**src/hdl/cofc_pkg.sv**
```systemverilog
// ----------------------------------------------------------------------------
// cofc_pkg
// Shared codes, constants and types of the CANopen frame classifier.
// ----------------------------------------------------------------------------
`default_nettype none

package cofc_pkg;

    // Message types
    localparam logic [2:0] MT_NONE    = 3'd0;
    localparam logic [2:0] MT_NMT     = 3'd1;
    localparam logic [2:0] MT_SYNC    = 3'd2;
    localparam logic [2:0] MT_TIME    = 3'd3;
    localparam logic [2:0] MT_EMCY    = 3'd4;
    localparam logic [2:0] MT_PDO     = 3'd5;
    localparam logic [2:0] MT_SDO     = 3'd6;
    localparam logic [2:0] MT_ERRCTL  = 3'd7;

    // Status codes
    localparam logic [1:0] ST_OK      = 2'd0;
    localparam logic [1:0] ST_SHORT   = 2'd1;
    localparam logic [1:0] ST_UNK_SDO = 2'd2;

    // Function codes
    localparam logic [3:0] FC_NMT        = 4'h0;
    localparam logic [3:0] FC_SYNC_EMCY  = 4'h1;
    localparam logic [3:0] FC_TIME       = 4'h2;
    localparam logic [3:0] FC_PDO_FIRST  = 4'h3;
    localparam logic [3:0] FC_PDO_LAST   = 4'hA;
    localparam logic [3:0] FC_SDO_SERVER = 4'hB;
    localparam logic [3:0] FC_SDO_CLIENT = 4'hC;
    localparam logic [3:0] FC_ERRCTL     = 4'hE;

    // SDO client command specifiers
    localparam logic [2:0] CCS_DN_SEG    = 3'd0;
    localparam logic [2:0] CCS_INIT_DN   = 3'd1;
    localparam logic [2:0] CCS_INIT_UP   = 3'd2;
    localparam logic [2:0] CCS_UP_SEG    = 3'd3;
    localparam logic [2:0] CCS_ABORT     = 3'd4;
    localparam logic [2:0] CCS_BLK_UP    = 3'd5;
    localparam logic [2:0] CCS_BLK_DN    = 3'd6;

    // SDO server command specifiers
    localparam logic [2:0] SCS_UP_SEG    = 3'd0;
    localparam logic [2:0] SCS_DN_SEG    = 3'd1;
    localparam logic [2:0] SCS_INIT_UP   = 3'd2;
    localparam logic [2:0] SCS_INIT_DN   = 3'd3;
    localparam logic [2:0] SCS_ABORT     = 3'd4;
    localparam logic [2:0] SCS_BLK_DN    = 3'd5;
    localparam logic [2:0] SCS_BLK_UP    = 3'd6;

    // Specifier with no layout on either side
    localparam logic [2:0] SDO_CS_RESERVED = 3'd7;

    // Frame geometry
    localparam int          MAX_BYTES  = 8;
    localparam logic [3:0]  LEN_MAX    = 4'd8;
    localparam logic [3:0]  NEED_NMT   = 4'd2;
    localparam logic [3:0]  NEED_TIME  = 4'd6;
    localparam logic [3:0]  NEED_FULL  = 4'd8;
    localparam logic [3:0]  EMCY_MSEF_BYTES = 4'd5;
    localparam logic [3:0]  SDO_SEG_BYTES   = 4'd7;
    localparam logic [3:0]  SDO_EXP_BYTES   = 4'd4;

    // TIME conversion
    localparam logic [16:0] TIME_DAY_OFFSET = 17'd5113;   // days 1970..1984
    localparam logic [16:0] SECS_PER_DAY    = 17'd86400;
    localparam logic [9:0]  MS_PER_SEC      = 10'd1000;
    localparam logic [19:0] NS_PER_MS       = 20'd1000000;
    // floor(ms / 1000) == (ms * DIV1000_MAGIC) >> DIV1000_SHIFT for 32-bit ms
    localparam logic [28:0] DIV1000_MAGIC   = 29'd274877907;
    localparam int          DIV1000_SHIFT   = 38;

    typedef struct packed {
        logic s1;
        logic s2;
        logic s3;
    } t_stage_en;

    function automatic logic [2:0] classify(input logic [3:0] fc, input logic [6:0] node);
        logic [2:0] mt;
        mt = MT_NONE;
        if (fc == FC_NMT) begin
            mt = MT_NMT;
        end else if (fc == FC_SYNC_EMCY) begin
            mt = (node == 7'd0) ? MT_SYNC : MT_EMCY;
        end else if (fc == FC_TIME) begin
            mt = MT_TIME;
        end else if (fc >= FC_PDO_FIRST && fc <= FC_PDO_LAST) begin
            mt = MT_PDO;
        end else if (fc == FC_SDO_SERVER || fc == FC_SDO_CLIENT) begin
            mt = MT_SDO;
        end else if (fc == FC_ERRCTL) begin
            mt = MT_ERRCTL;
        end
        return mt;
    endfunction

endpackage

`default_nettype wire

```
**src/hdl/cofc_time_conv.sv**
```systemverilog
// ----------------------------------------------------------------------------
// cofc_time_conv
// Three-stage TIME frame conversion to Unix seconds and nanoseconds.
// ----------------------------------------------------------------------------
`default_nettype none

module cofc_time_conv (
    input  wire logic              i_clk,
    input  wire cofc_pkg::t_stage_en i_en,
    input  wire logic              i_is_time,
    input  wire logic [31:0]       i_ms,
    input  wire logic [15:0]       i_days,
    output logic [32:0]            o_secs,
    output logic [29:0]            o_nsecs
);

    localparam int PROD_W = 32 + 29;
    localparam int Q_W    = PROD_W - cofc_pkg::DIV1000_SHIFT;

    logic [PROD_W-1:0] n_prod;
    logic [31:0]       n_qk;
    logic [33:0]       n_dsec;
    logic [33:0]       n_sum;

    // stage 1
    logic              r1_is_time;
    logic [31:0]       r1_ms;
    logic [Q_W-1:0]    r1_q;
    logic [16:0]       r1_days;
    // stage 2
    logic              r2_is_time;
    logic [9:0]        r2_rem;
    logic [Q_W-1:0]    r2_q;
    logic [33:0]       r2_dsec;

    assign n_prod = PROD_W'(i_ms) * PROD_W'(cofc_pkg::DIV1000_MAGIC);
    assign n_qk   = 32'(r1_q) * 32'(cofc_pkg::MS_PER_SEC);
    assign n_dsec = 34'(r1_days) * 34'(cofc_pkg::SECS_PER_DAY);
    assign n_sum  = r2_dsec + 34'(r2_q);

    always_ff @(posedge i_clk) begin
        if (i_en.s1) begin
            r1_is_time <= i_is_time;
            r1_ms      <= i_ms;
            r1_q       <= n_prod[PROD_W-1:cofc_pkg::DIV1000_SHIFT];
            r1_days    <= 17'(i_days) + cofc_pkg::TIME_DAY_OFFSET;
        end
        if (i_en.s2) begin
            r2_is_time <= r1_is_time;
            r2_rem     <= 10'(r1_ms - n_qk);
            r2_q       <= r1_q;
            r2_dsec    <= n_dsec;
        end
        if (i_en.s3) begin
            o_secs  <= r2_is_time ? n_sum[32:0] : 33'd0;
            o_nsecs <= r2_is_time ? 30'(30'(r2_rem) * 30'(cofc_pkg::NS_PER_MS)) : 30'd0;
        end
    end

endmodule

`default_nettype wire

```
**src/hdl/canopen_frame_classifier_top.sv**
```systemverilog
// ----------------------------------------------------------------------------
// canopen_frame_classifier_top
// CANopen COB-ID classifier and NMT/SYNC/TIME/EMCY/PDO/SDO field decoder.
// ----------------------------------------------------------------------------
// One CAN frame goes in per transfer and one decoded result comes out per
// frame, in order. The block is a three-stage pipeline: length masking,
// classification and the divide-by-1000 reciprocal multiply in stage one,
// field extraction, remainder and day-seconds product in stage two, and the
// final sums and nanosecond product into the output register in stage
// three. A frame passes through the stage-one and stage-two registers
// into the output register that drives o_valid; a new frame is taken every
// cycle as long as the output side keeps up. A stalled output backs up the
// stages one by one, and o_ready drops only when all three hold a frame.
// Lengths above eight count as eight; bytes beyond the length read as zero.
// ----------------------------------------------------------------------------
`default_nettype none

module canopen_frame_classifier_top (
    input  wire logic        i_clk,
    input  wire logic        i_rst_n,
    input  wire logic        i_valid,
    output logic             o_ready,
    input  wire logic [10:0] i_cob_id,
    input  wire logic [3:0]  i_frame_len,
    input  wire logic [63:0] i_payload,
    output logic             o_valid,
    input  wire logic        i_ready,
    output logic [2:0]       o_msg_type,
    output logic [6:0]       o_node_addr,
    output logic [3:0]       o_func_code,
    output logic [2:0]       o_cmd_spec,
    output logic             o_has_index,
    output logic [15:0]      o_word_field,
    output logic [7:0]       o_byte_field,
    output logic [63:0]      o_data_field,
    output logic [3:0]       o_data_bytes,
    output logic [32:0]      o_time_secs,
    output logic [29:0]      o_time_nsecs,
    output logic [1:0]       o_status
);

    cofc_pkg::t_stage_en en;

    logic r_v1, r_v2, r_v3;

    // stage 0 combinational
    logic [3:0]  n_len;
    logic [63:0] n_p;
    logic [2:0]  n_mt;

    // stage 1 registers
    logic [63:0] r1_p;
    logic [3:0]  r1_len;
    logic [2:0]  r1_mt;
    logic [3:0]  r1_fc;
    logic [6:0]  r1_node;

    // stage 2 decode
    logic [2:0]  n_cs;
    logic        n_hasidx;
    logic [15:0] n_word;
    logic [7:0]  n_byte;
    logic [63:0] n_data;
    logic [3:0]  n_nbytes;
    logic [1:0]  n_status;
    logic [3:0]  n_need;
    logic        n_mux;
    logic [3:0]  n_dl;
    logic        n_known;

    // stage 2 registers
    logic [2:0]  r2_mt;
    logic [6:0]  r2_node;
    logic [3:0]  r2_fc;
    logic [2:0]  r2_cs;
    logic        r2_hasidx;
    logic [15:0] r2_word;
    logic [7:0]  r2_byte;
    logic [63:0] r2_data;
    logic [3:0]  r2_nbytes;
    logic [1:0]  r2_status;

    // stall chain: a stage loads when it is empty or its content moves on
    assign en.s3   = !r_v3 || i_ready;
    assign en.s2   = !r_v2 || en.s3;
    assign en.s1   = !r_v1 || en.s2;
    assign o_ready = en.s1;
    assign o_valid = r_v3;

    always_ff @(posedge i_clk) begin
        if (!i_rst_n) begin
            r_v1 <= 1'b0;
            r_v2 <= 1'b0;
            r_v3 <= 1'b0;
        end else begin
            if (en.s1) begin
                r_v1 <= i_valid;
            end
            if (en.s2) begin
                r_v2 <= r_v1;
            end
            if (en.s3) begin
                r_v3 <= r_v2;
            end
        end
    end

    // clamp length and zero the bytes past it
    always_comb begin
        n_len = (i_frame_len > cofc_pkg::LEN_MAX) ? cofc_pkg::LEN_MAX : i_frame_len;
        for (int i = 0; i < cofc_pkg::MAX_BYTES; i++) begin
            n_p[8*i +: 8] = (4'(i) < n_len) ? i_payload[8*i +: 8] : 8'h00;
        end
        n_mt = cofc_pkg::classify(i_cob_id[10:7], i_cob_id[6:0]);
    end

    always_ff @(posedge i_clk) begin
        if (en.s1) begin
            r1_p    <= n_p;
            r1_len  <= n_len;
            r1_mt   <= n_mt;
            r1_fc   <= i_cob_id[10:7];
            r1_node <= i_cob_id[6:0];
        end
    end

    cofc_time_conv u_time (
        .i_clk     (i_clk),
        .i_en      (en),
        .i_is_time (n_mt == cofc_pkg::MT_TIME),
        .i_ms      (n_p[31:0]),
        .i_days    (n_p[47:32]),
        .o_secs    (o_time_secs),
        .o_nsecs   (o_time_nsecs)
    );

    // per-type field extraction
    always_comb begin
        n_cs     = 3'd0;
        n_hasidx = 1'b0;
        n_word   = 16'd0;
        n_byte   = 8'd0;
        n_data   = 64'd0;
        n_nbytes = 4'd0;
        n_status = cofc_pkg::ST_OK;
        n_need   = 4'd0;
        n_mux    = 1'b0;
        n_dl     = 4'd0;
        n_known  = 1'b1;
        unique case (r1_mt)
            cofc_pkg::MT_NMT: begin
                n_byte = r1_p[7:0];
                n_word = 16'(r1_p[15:8]);
                n_need = cofc_pkg::NEED_NMT;
            end
            cofc_pkg::MT_SYNC: begin
                n_byte = r1_p[7:0];
            end
            cofc_pkg::MT_TIME: begin
                n_need = cofc_pkg::NEED_TIME;
            end
            cofc_pkg::MT_EMCY: begin
                n_word   = r1_p[15:0];
                n_byte   = r1_p[23:16];
                n_data   = 64'(r1_p[63:24]);
                n_nbytes = cofc_pkg::EMCY_MSEF_BYTES;
                n_need   = cofc_pkg::NEED_FULL;
            end
            cofc_pkg::MT_PDO: begin
                n_data   = r1_p;
                n_nbytes = r1_len;
            end
            cofc_pkg::MT_SDO: begin
                n_cs = r1_p[7:5];
                if (r1_fc == cofc_pkg::FC_SDO_CLIENT) begin
                    unique case (n_cs) inside
                        cofc_pkg::CCS_DN_SEG: begin
                            n_dl = cofc_pkg::SDO_SEG_BYTES;
                        end
                        cofc_pkg::CCS_INIT_DN: begin
                            n_mux = 1'b1;
                            n_dl  = cofc_pkg::SDO_EXP_BYTES;
                        end
                        cofc_pkg::CCS_INIT_UP: begin
                            n_mux = 1'b1;
                        end
                        cofc_pkg::CCS_UP_SEG: begin
                        end
                        cofc_pkg::CCS_ABORT, cofc_pkg::CCS_BLK_UP,
                        cofc_pkg::CCS_BLK_DN: begin
                            n_mux = 1'b1;
                            n_dl  = cofc_pkg::SDO_EXP_BYTES;
                        end
                        default: begin
                            n_known = 1'b0;
                        end
                    endcase
                end else begin
                    unique case (n_cs) inside
                        cofc_pkg::SCS_UP_SEG: begin
                            n_dl = cofc_pkg::SDO_SEG_BYTES;
                        end
                        cofc_pkg::SCS_DN_SEG: begin
                        end
                        cofc_pkg::SCS_INIT_UP: begin
                            n_mux = 1'b1;
                            n_dl  = cofc_pkg::SDO_EXP_BYTES;
                        end
                        cofc_pkg::SCS_INIT_DN: begin
                            n_mux = 1'b1;
                        end
                        cofc_pkg::SCS_ABORT, cofc_pkg::SCS_BLK_DN,
                        cofc_pkg::SCS_BLK_UP: begin
                            n_mux = 1'b1;
                            n_dl  = cofc_pkg::SDO_EXP_BYTES;
                        end
                        default: begin
                            n_known = 1'b0;
                        end
                    endcase
                end
                if (!n_known) begin
                    n_status = cofc_pkg::ST_UNK_SDO;
                end else begin
                    n_need = cofc_pkg::NEED_FULL;
                    if (n_mux) begin
                        n_hasidx = 1'b1;
                        n_word   = r1_p[23:8];
                        n_byte   = r1_p[31:24];
                    end
                    // segment data follows the command byte, expedited
                    // data and abort codes follow the index
                    if (n_dl == cofc_pkg::SDO_SEG_BYTES) begin
                        n_data = 64'(r1_p[63:8]);
                    end else if (n_dl == cofc_pkg::SDO_EXP_BYTES) begin
                        n_data = 64'(r1_p[63:32]);
                    end
                    n_nbytes = n_dl;
                end
            end
            cofc_pkg::MT_ERRCTL: begin
                n_word = 16'(r1_p[7]);
                n_byte = {1'b0, r1_p[6:0]};
            end
            default: begin
            end
        endcase
        if (n_status == cofc_pkg::ST_OK && r1_len < n_need) begin
            n_status = cofc_pkg::ST_SHORT;
        end
    end

    always_ff @(posedge i_clk) begin
        if (en.s2) begin
            r2_mt     <= r1_mt;
            r2_node   <= r1_node;
            r2_fc     <= r1_fc;
            r2_cs     <= n_cs;
            r2_hasidx <= n_hasidx;
            r2_word   <= n_word;
            r2_byte   <= n_byte;
            r2_data   <= n_data;
            r2_nbytes <= n_nbytes;
            r2_status <= n_status;
        end
        if (en.s3) begin
            o_msg_type   <= r2_mt;
            o_node_addr  <= r2_node;
            o_func_code  <= r2_fc;
            o_cmd_spec   <= r2_cs;
            o_has_index  <= r2_hasidx;
            o_word_field <= r2_word;
            o_byte_field <= r2_byte;
            o_data_field <= r2_data;
            o_data_bytes <= r2_nbytes;
            o_status     <= r2_status;
        end
    end

    a_full_stall: assert property (@(posedge i_clk) disable iff (!i_rst_n)
        (r_v1 && r_v2 && r_v3 && !i_ready) |-> !o_ready)
        else $error("pipeline took a transfer while full and stalled");

    a_unk_sdo: assert property (@(posedge i_clk) disable iff (!i_rst_n)
        (o_valid && o_status == cofc_pkg::ST_UNK_SDO) |->
        (o_msg_type == cofc_pkg::MT_SDO && o_cmd_spec == cofc_pkg::SDO_CS_RESERVED &&
         !o_has_index))
        else $error("unknown specifier status on a non-SDO result");

    a_time_zero: assert property (@(posedge i_clk) disable iff (!i_rst_n)
        (o_valid && o_msg_type != cofc_pkg::MT_TIME) |->
        (o_time_secs == 33'd0 && o_time_nsecs == 30'd0))
        else $error("time fields set on a non-TIME result");

    a_nsecs_range: assert property (@(posedge i_clk) disable iff (!i_rst_n)
        o_valid |-> (o_time_nsecs <= 30'd999000000))
        else $error("nanoseconds out of range");

    a_index_sdo: assert property (@(posedge i_clk) disable iff (!i_rst_n)
        (o_valid && o_has_index) |-> (o_msg_type == cofc_pkg::MT_SDO))
        else $error("index flag on a non-SDO result");

endmodule

`default_nettype wire
```
**config.mk**
```make
export PLATFORM = sky130hd
export DESIGN_NAME = canopen_frame_classifier_top
export DESIGN_NICKNAME = d
export VERILOG_FILES = /design/src/hdl/cofc_pkg.sv /design/src/hdl/cofc_time_conv.sv /design/src/hdl/canopen_frame_classifier_top.sv
export SDC_FILE = /design/constraint.sdc
export NUM_CORES = 2
export LEC_CHECK = 0
export ABC_AREA = 1
export BUFFER_PORTS_ARGS = -buffer_cell sky130_fd_sc_hd__clkbuf_2
export CAP_MARGIN = 20
export CELL_PAD_IN_SITES_DETAIL_PLACEMENT = 0
export CELL_PAD_IN_SITES_GLOBAL_PLACEMENT = 2
export CORE_ASPECT_RATIO = 0.8
export CORE_UTILIZATION = 25
export DETAILED_ROUTE_END_ITERATION = 16
export GPL_ROUTABILITY_DRIVEN = 0
export PLACE_DENSITY = 0.6
export SLEW_MARGIN = 20
export SYNTH_ARGS = -nofsm -noshare
export SYNTH_HDL_FRONTEND = slang
export SYNTH_SLANG_ARGS = --single-unit
export TNS_END_PERCENT = 10
```
**constraint.sdc**
```tcl
create_clock -name i_clk -period 11.5 [get_ports i_clk]
set_input_delay 0.575 -clock i_clk [delete_from_list [all_inputs] [get_ports i_clk]]
set_output_delay 0.575 -clock i_clk [all_outputs]
set_load 0.05 [all_outputs]
```
; ---- Yosys cells after proc, flatten, opt, wreduce, memory -nomap -nowiden
; Cells that the tools add are included.
[word_totals]
reg_bits = 483
output_inout_bits = 177
word_cells = 143
[op_classes]
n_addsub = 3
multipliers = 4
magnitude_cmp = 12
eq_ne = 22
mux = 41
n_reduce_logical = 20
[ops]
columns = cell, count
row1 = one-hot mux 64 bit (3 select lines), 1
row2 = 2-to-1 mux 56 bit, 2
row3 = 2-to-1 mux 8 bit, 8
row4 = one-hot mux 16 bit (4 select lines), 1
row5 = "multiplier 32 x 29 -> 61 bit, second input constant", 1
row6 = adder 33 x 23 -> 33 bit, 1
row7 = 2-to-1 mux 16 bit, 2
row8 = 2-to-1 mux 32 bit, 1
row9 = one-hot mux 8 bit (4 select lines), 1
row10 = "multiplier 17 x 10 -> 26 bit, second input constant", 1
row11 = "multiplier 10 x 14 -> 24 bit, second input constant", 1
row12 = "multiplier 23 x 7 -> 7 bit, second input constant", 1
row13 = "== test 3 bit, second input constant", 7
row14 = 2-to-1 mux 3 bit, 7
row15 = 2-to-1 mux 4 bit, 5
row16 = "adder 16 x 13 -> 17 bit, second input constant", 1
row17 = "== test 4 bit, second input constant", 4
row18 = "< comparator 3 x 4 -> 1 bit, first input constant", 4
row19 = one-hot mux 4 bit (4 select lines), 1
row20 = "== test 3 x 2 -> 1 bit, second input constant", 5
row21 = one-hot mux 3 bit (2 select lines), 2
row22 = one-hot mux 4 bit (3 select lines), 1
row23 = OR reduction 5 bit, 2
row24 = subtractor 10 bit, 1
row25 = other kinds (23), 41

; ---- Logic depth before layout (Yosys ltp)
[logic_depth]
ltp_word = 10
mapped_depth = 34

; ---- By module
; Synthesis repeated with hierarchy kept, for this count alone.
[unflattened]
cells_unflattened = 4590
area_unflattened_um2 = 42283.1
[by_module_without_submodules]
columns = mod, instances, cells_each, area_each_um2, seq_area_each_um2
row1 = cofc_time_conv, 1, 3616, 30087.6, 5044.8
row2 = canopen_frame_classifier_top, 1, 974, 12195.4, 9248.9

; ---- Worst setup path before layout
; Ideal clock, no wire load.
[synth_timing]
path_type = input port to flip-flop
from = in i_ready
to = reg r2_byte[0] (enable)
setup_time_ns = 0.523
arrival_ns = 7.985
required_time_ns = 10.977
path_slack_ns = 2.992
cell_stages = 4
n_path_buf = 0
cell_sequence = inv_1 nand2_1 nor2_1 inv_1
[synth_rtl]
columns = element, line_no
row1 = "start, declared", canopen_frame_classifier_top.sv:27  ; input wire logic i_ready,
row2 = "end signal, assigned", canopen_frame_classifier_top.sv:261  ; r2_byte <= n_byte;
row3 = "end, declared", canopen_frame_classifier_top.sv:78  ; logic [7:0] r2_byte;

; ---- Worst setup path in the final report
[layout_timing]
from = in i_frame_len[3]
to = reg u_time.r1_q[21], data pin
[layout_via]
elab_chain_cells = 5
[layout_rtl]
columns = element, line_no
row1 = "start, declared", canopen_frame_classifier_top.sv:24  ; input wire logic [3:0] i_frame_len,
row2 = greater-than comparator 4 bit, canopen_frame_classifier_top.sv:110  ; n_len = (i_frame_len > cofc_pkg::LEN_MAX) ? cofc_pkg::LEN_MAX : i_frame_len;
row3 = 2-to-1 mux 4 bit (*), canopen_frame_classifier_top.sv:110
row4 = < comparator 2 x 4 -> 1 bit (*), canopen_frame_classifier_top.sv:112  ; n_p[8*i +: 8] = (4'(i) < n_len) ? i_payload[8*i +: 8] : 8'h00;
row5 = 2-to-1 mux 8 bit (*), canopen_frame_classifier_top.sv:112
row6 = via n_p[17], canopen_frame_classifier_top.sv:48  ; logic [63:0] n_p;
row7 = multiplier 32 x 29 -> 61 bit (*), cofc_time_conv.sv:36  ; assign n_prod = PROD_W'(i_ms) * PROD_W'(cofc_pkg::DIV1000_MAGIC);
row8 = via u_time.n_prod[59], cofc_time_conv.sv:20  ; logic [PROD_W-1:0] n_prod;
row9 = "end signal, assigned", cofc_time_conv.sv:45  ; r1_q <= n_prod[PROD_W-1:cofc_pkg::DIV1000_SHIFT];
row10 = "end, declared", cofc_time_conv.sv:28  ; logic [Q_W-1:0] r1_q;
; Mark *: on every way through the listed nets, which the timed path passes. The rest lies on a longest branch.
; A chain may end at the register's enable or synchronous reset.

==> flow_summary.json <==
{
  "outcome": "completed",
  "ys_types": 48,
  "crit_arrival_ns": 8.65,
  "worstSkewPairLatency_ns": 0.70,
  "drt-vias-per-instance": 4.29,
  "period_needed_ns": 8.24,
  "nets": 5883,
  "route.met2.wl_um": 59300,
  "fin_crit_sh_pct": 71.6,
  "fmax_mhz": 121,
  "cts_setup_buffers": 0,
  "cts_sinks": 467,
  "ys.warnings.count": 0,
  "end_kind": "register",
  "grt_max_degree": 97,
  "io_pins": 260,
  "drt_iter0_markers": 2244,
  "drc": 0,
  "critPathLaunchType": "primary input",
  "drv_cap": 0,
  "critPathMaxStageDelay_ns": 0.66,
  "wl_met3_um": 8710,
  "post_cts_resized": 0,
  "gr-usage-all-layers_pct": 17.4,
  "finClkSkew_ns": 0.0693,
  "syn_to_final_growth_pct": 14.5,
  "drive_gt1_share_pct": 8.27,
  "cts_buffer_depth": 3,
  "slew_headroom_pct": 34.9,
  "synthTopCellsByArea": "edfxtp_1 33%, fa_1 17%, ha_1 17%, inv_1 11%, nand2_1 8.7%",
  "clk_pin_slew_ns": 0.07,
  "synth_edf_count": 464,
  "ff_latch_area_mm2": 0.0140,
  "seq_area_frac_synth_pct": 33.6,
  "hp-class": "in2reg",
  "tritoncts": "done",
  "critPathTopFamily": "adder cells",
  "firstDrtPassIters": 5,
  "highest-signal-layer": "met4",
  "wl_per_cell_um": 20.3,
  "placed_cell_area_mm2": 0.0457,
  "dp_hpwl_um": 123000,
  "wirelength_um": 146000,
  "setup_viol_count_final": 0,
  "tns_ns": 0,
  "nFillCells": 17699,
  "layout_common_cells": "1,239 x inv_1, 958 x nand2_1, 554 x ha_1",
  "multiInputGateArea_mm2": 0.0228,
  "via_count": 30715,
  "avgSynthCellArea_um2": 9.09,
  "cpMostUsedCell": "fa_1",
  "path_buf_inv": 7,
  "crit_required_ns": 11.91,
  "hold_buffers": 0,
  "layout_commonest_cell": "inv_1",
  "grt_pass1_wl_um": 215000,
  "crit_type": "in2reg",
  "die_width_um": 459,
  "worst_pin_slew_ns": 0.976,
  "synth_seq_cells": 467,
  "htree_levels": 2,
  "core-area_mm2": 0.165,
  "root_buffer": "clkbuf_16",
  "dieArea_mm2": 0.168,
  "row_count": 133,
  "first_global_vias": 31641,
  "yosysTopAreaCell": "edfxtp_1",
  "io_buffers": 253,
  "hold_viol_final": 0,
  "rsz0062_at_grt": "false",
  "ant_nets": 0,
  "synth_top_area_share_pct": 33.4,
  "critPathMaxFanout": 15,
  "synthCells": 4586,
  "netlist_area_mm2": 0.0417,
  "grt_overflow": 0,
  "synthArstFlopShare_pct": 0,
  "antenna_found_initial": 3,
  "slowest_stage": "nor2_2",
  "route.layer.met1.wl_um": 75600,
  "fp.dieH_um": 367,
  "initial_core_util_pct": 25.3,
  "final_area_mm2": 0.0477,
  "synth_ff_type": "edfxtp_1",
  "slew_violations": 0,
  "cts-buffers-inserted": 58
}
-- per-stage QoR --
stage                     setup slack (ns)  hold WS, ns  util (%)  std cells
after global routing                  2.83       0.0540      28.9       7160
after floorplan                       2.99        0.400         -       4591
after global placement                2.60        0.400      27.7       7052
after detailed placement              2.52        0.405      27.7       7052
final                                 3.26       0.0896      28.9       7162
after CTS                             3.20       0.0427      28.9       7160
-- area by class of cell --
| class | count | share of cell area (%) |
|---|---|---|
| timing repair buffer | 272 | 2.95 |
| tap | 2227 | 5.84 |
| clock buffer | 64 | 3.09 |
| sequential | 467 | 29.3 |
| clock inverter | 44 | 1.07 |
| inverter | 1251 | 9.85 |
| multi-input combinational | 2835 | 47.9 |
| antenna | 2 | 0.0105 |
-- logic make-up after synthesis --
logic type,count (synthesis),share of synthesized area [%]
and+or+nand+nor,1525,15.1
AOI/OAI and AO/OA,340,4.62
other,1,0.00899
adders and majority gates,915,34.0
buffers and inverters,1289,11.8
xor gates and xnor gates,49,1.03
DFF,467,33.6
-- routing by layer --
layer	up-vias	GRT usage [%]
li1	14934	-
met1	14970	27.0
met2	713	25.2
met3	98	2.94
met4	0	2.79
met5	-	0
-- flip-flops by register name, summed over array words and instances (netlist names), 8 cells and up --
name            count
r2_word            16
r2_byte             8
o_data_field       64
r2_data            64
u_time.o_secs      33
r1_p               64
u_time.r2_rem      10
u_time.r1_q        23
u_time.r2_q        23
u_time.r2_dsec     26
o_word_field       16
u_time.r1_days     17
u_time.o_nsecs     24
o_byte_field        8
-- final timing paths --
| check | start | end | slack (ns) | cells after the start |
|---|---|---|---|---|
| hold / removal | i_cob_id[4] | r1_node[4] | 0.09 | 1 |
| hold reg to reg | r2_node[3] | o_node_addr[3] | 0.40 | 0 |
| setup reg to reg | u_time.r1_days[4] | u_time.r2_dsec[25] | 6.73 | 18 |
| setup / recovery | i_frame_len[3] | u_time.r1_q[21] | 3.26 | 29 |
-- synthesized netlist by cell type (6+ instances only) --
| master | n |
|---|---|
| o21bai_1 | 6 |
| nor3_1 | 32 |
| o21a_1 | 8 |
| xnor2_1 | 18 |
| nand3b_1 | 24 |
| and2_1 | 8 |
| fa_1 | 361 |
| ha_1 | 554 |
| clkbuf_1 | 17 |
| edfxtp_1 | 464 |
| o221ai_1 | 14 |
| inv_2 | 11 |
| a21o_1 | 7 |
| o21ai_0 | 74 |
| nand2_1 | 962 |
| a31oi_1 | 7 |
| a21oi_1 | 147 |
| nand3_1 | 121 |
| inv_1 | 1240 |
| xor2_1 | 31 |
| nor2_2 | 8 |
| buf_4 | 7 |
| o22ai_1 | 58 |
| nand4_1 | 39 |
| nor2_1 | 301 |
Power is not shown: default switching activity piles up to over one toggle a cycle in this logic, so the estimate is an artifact.
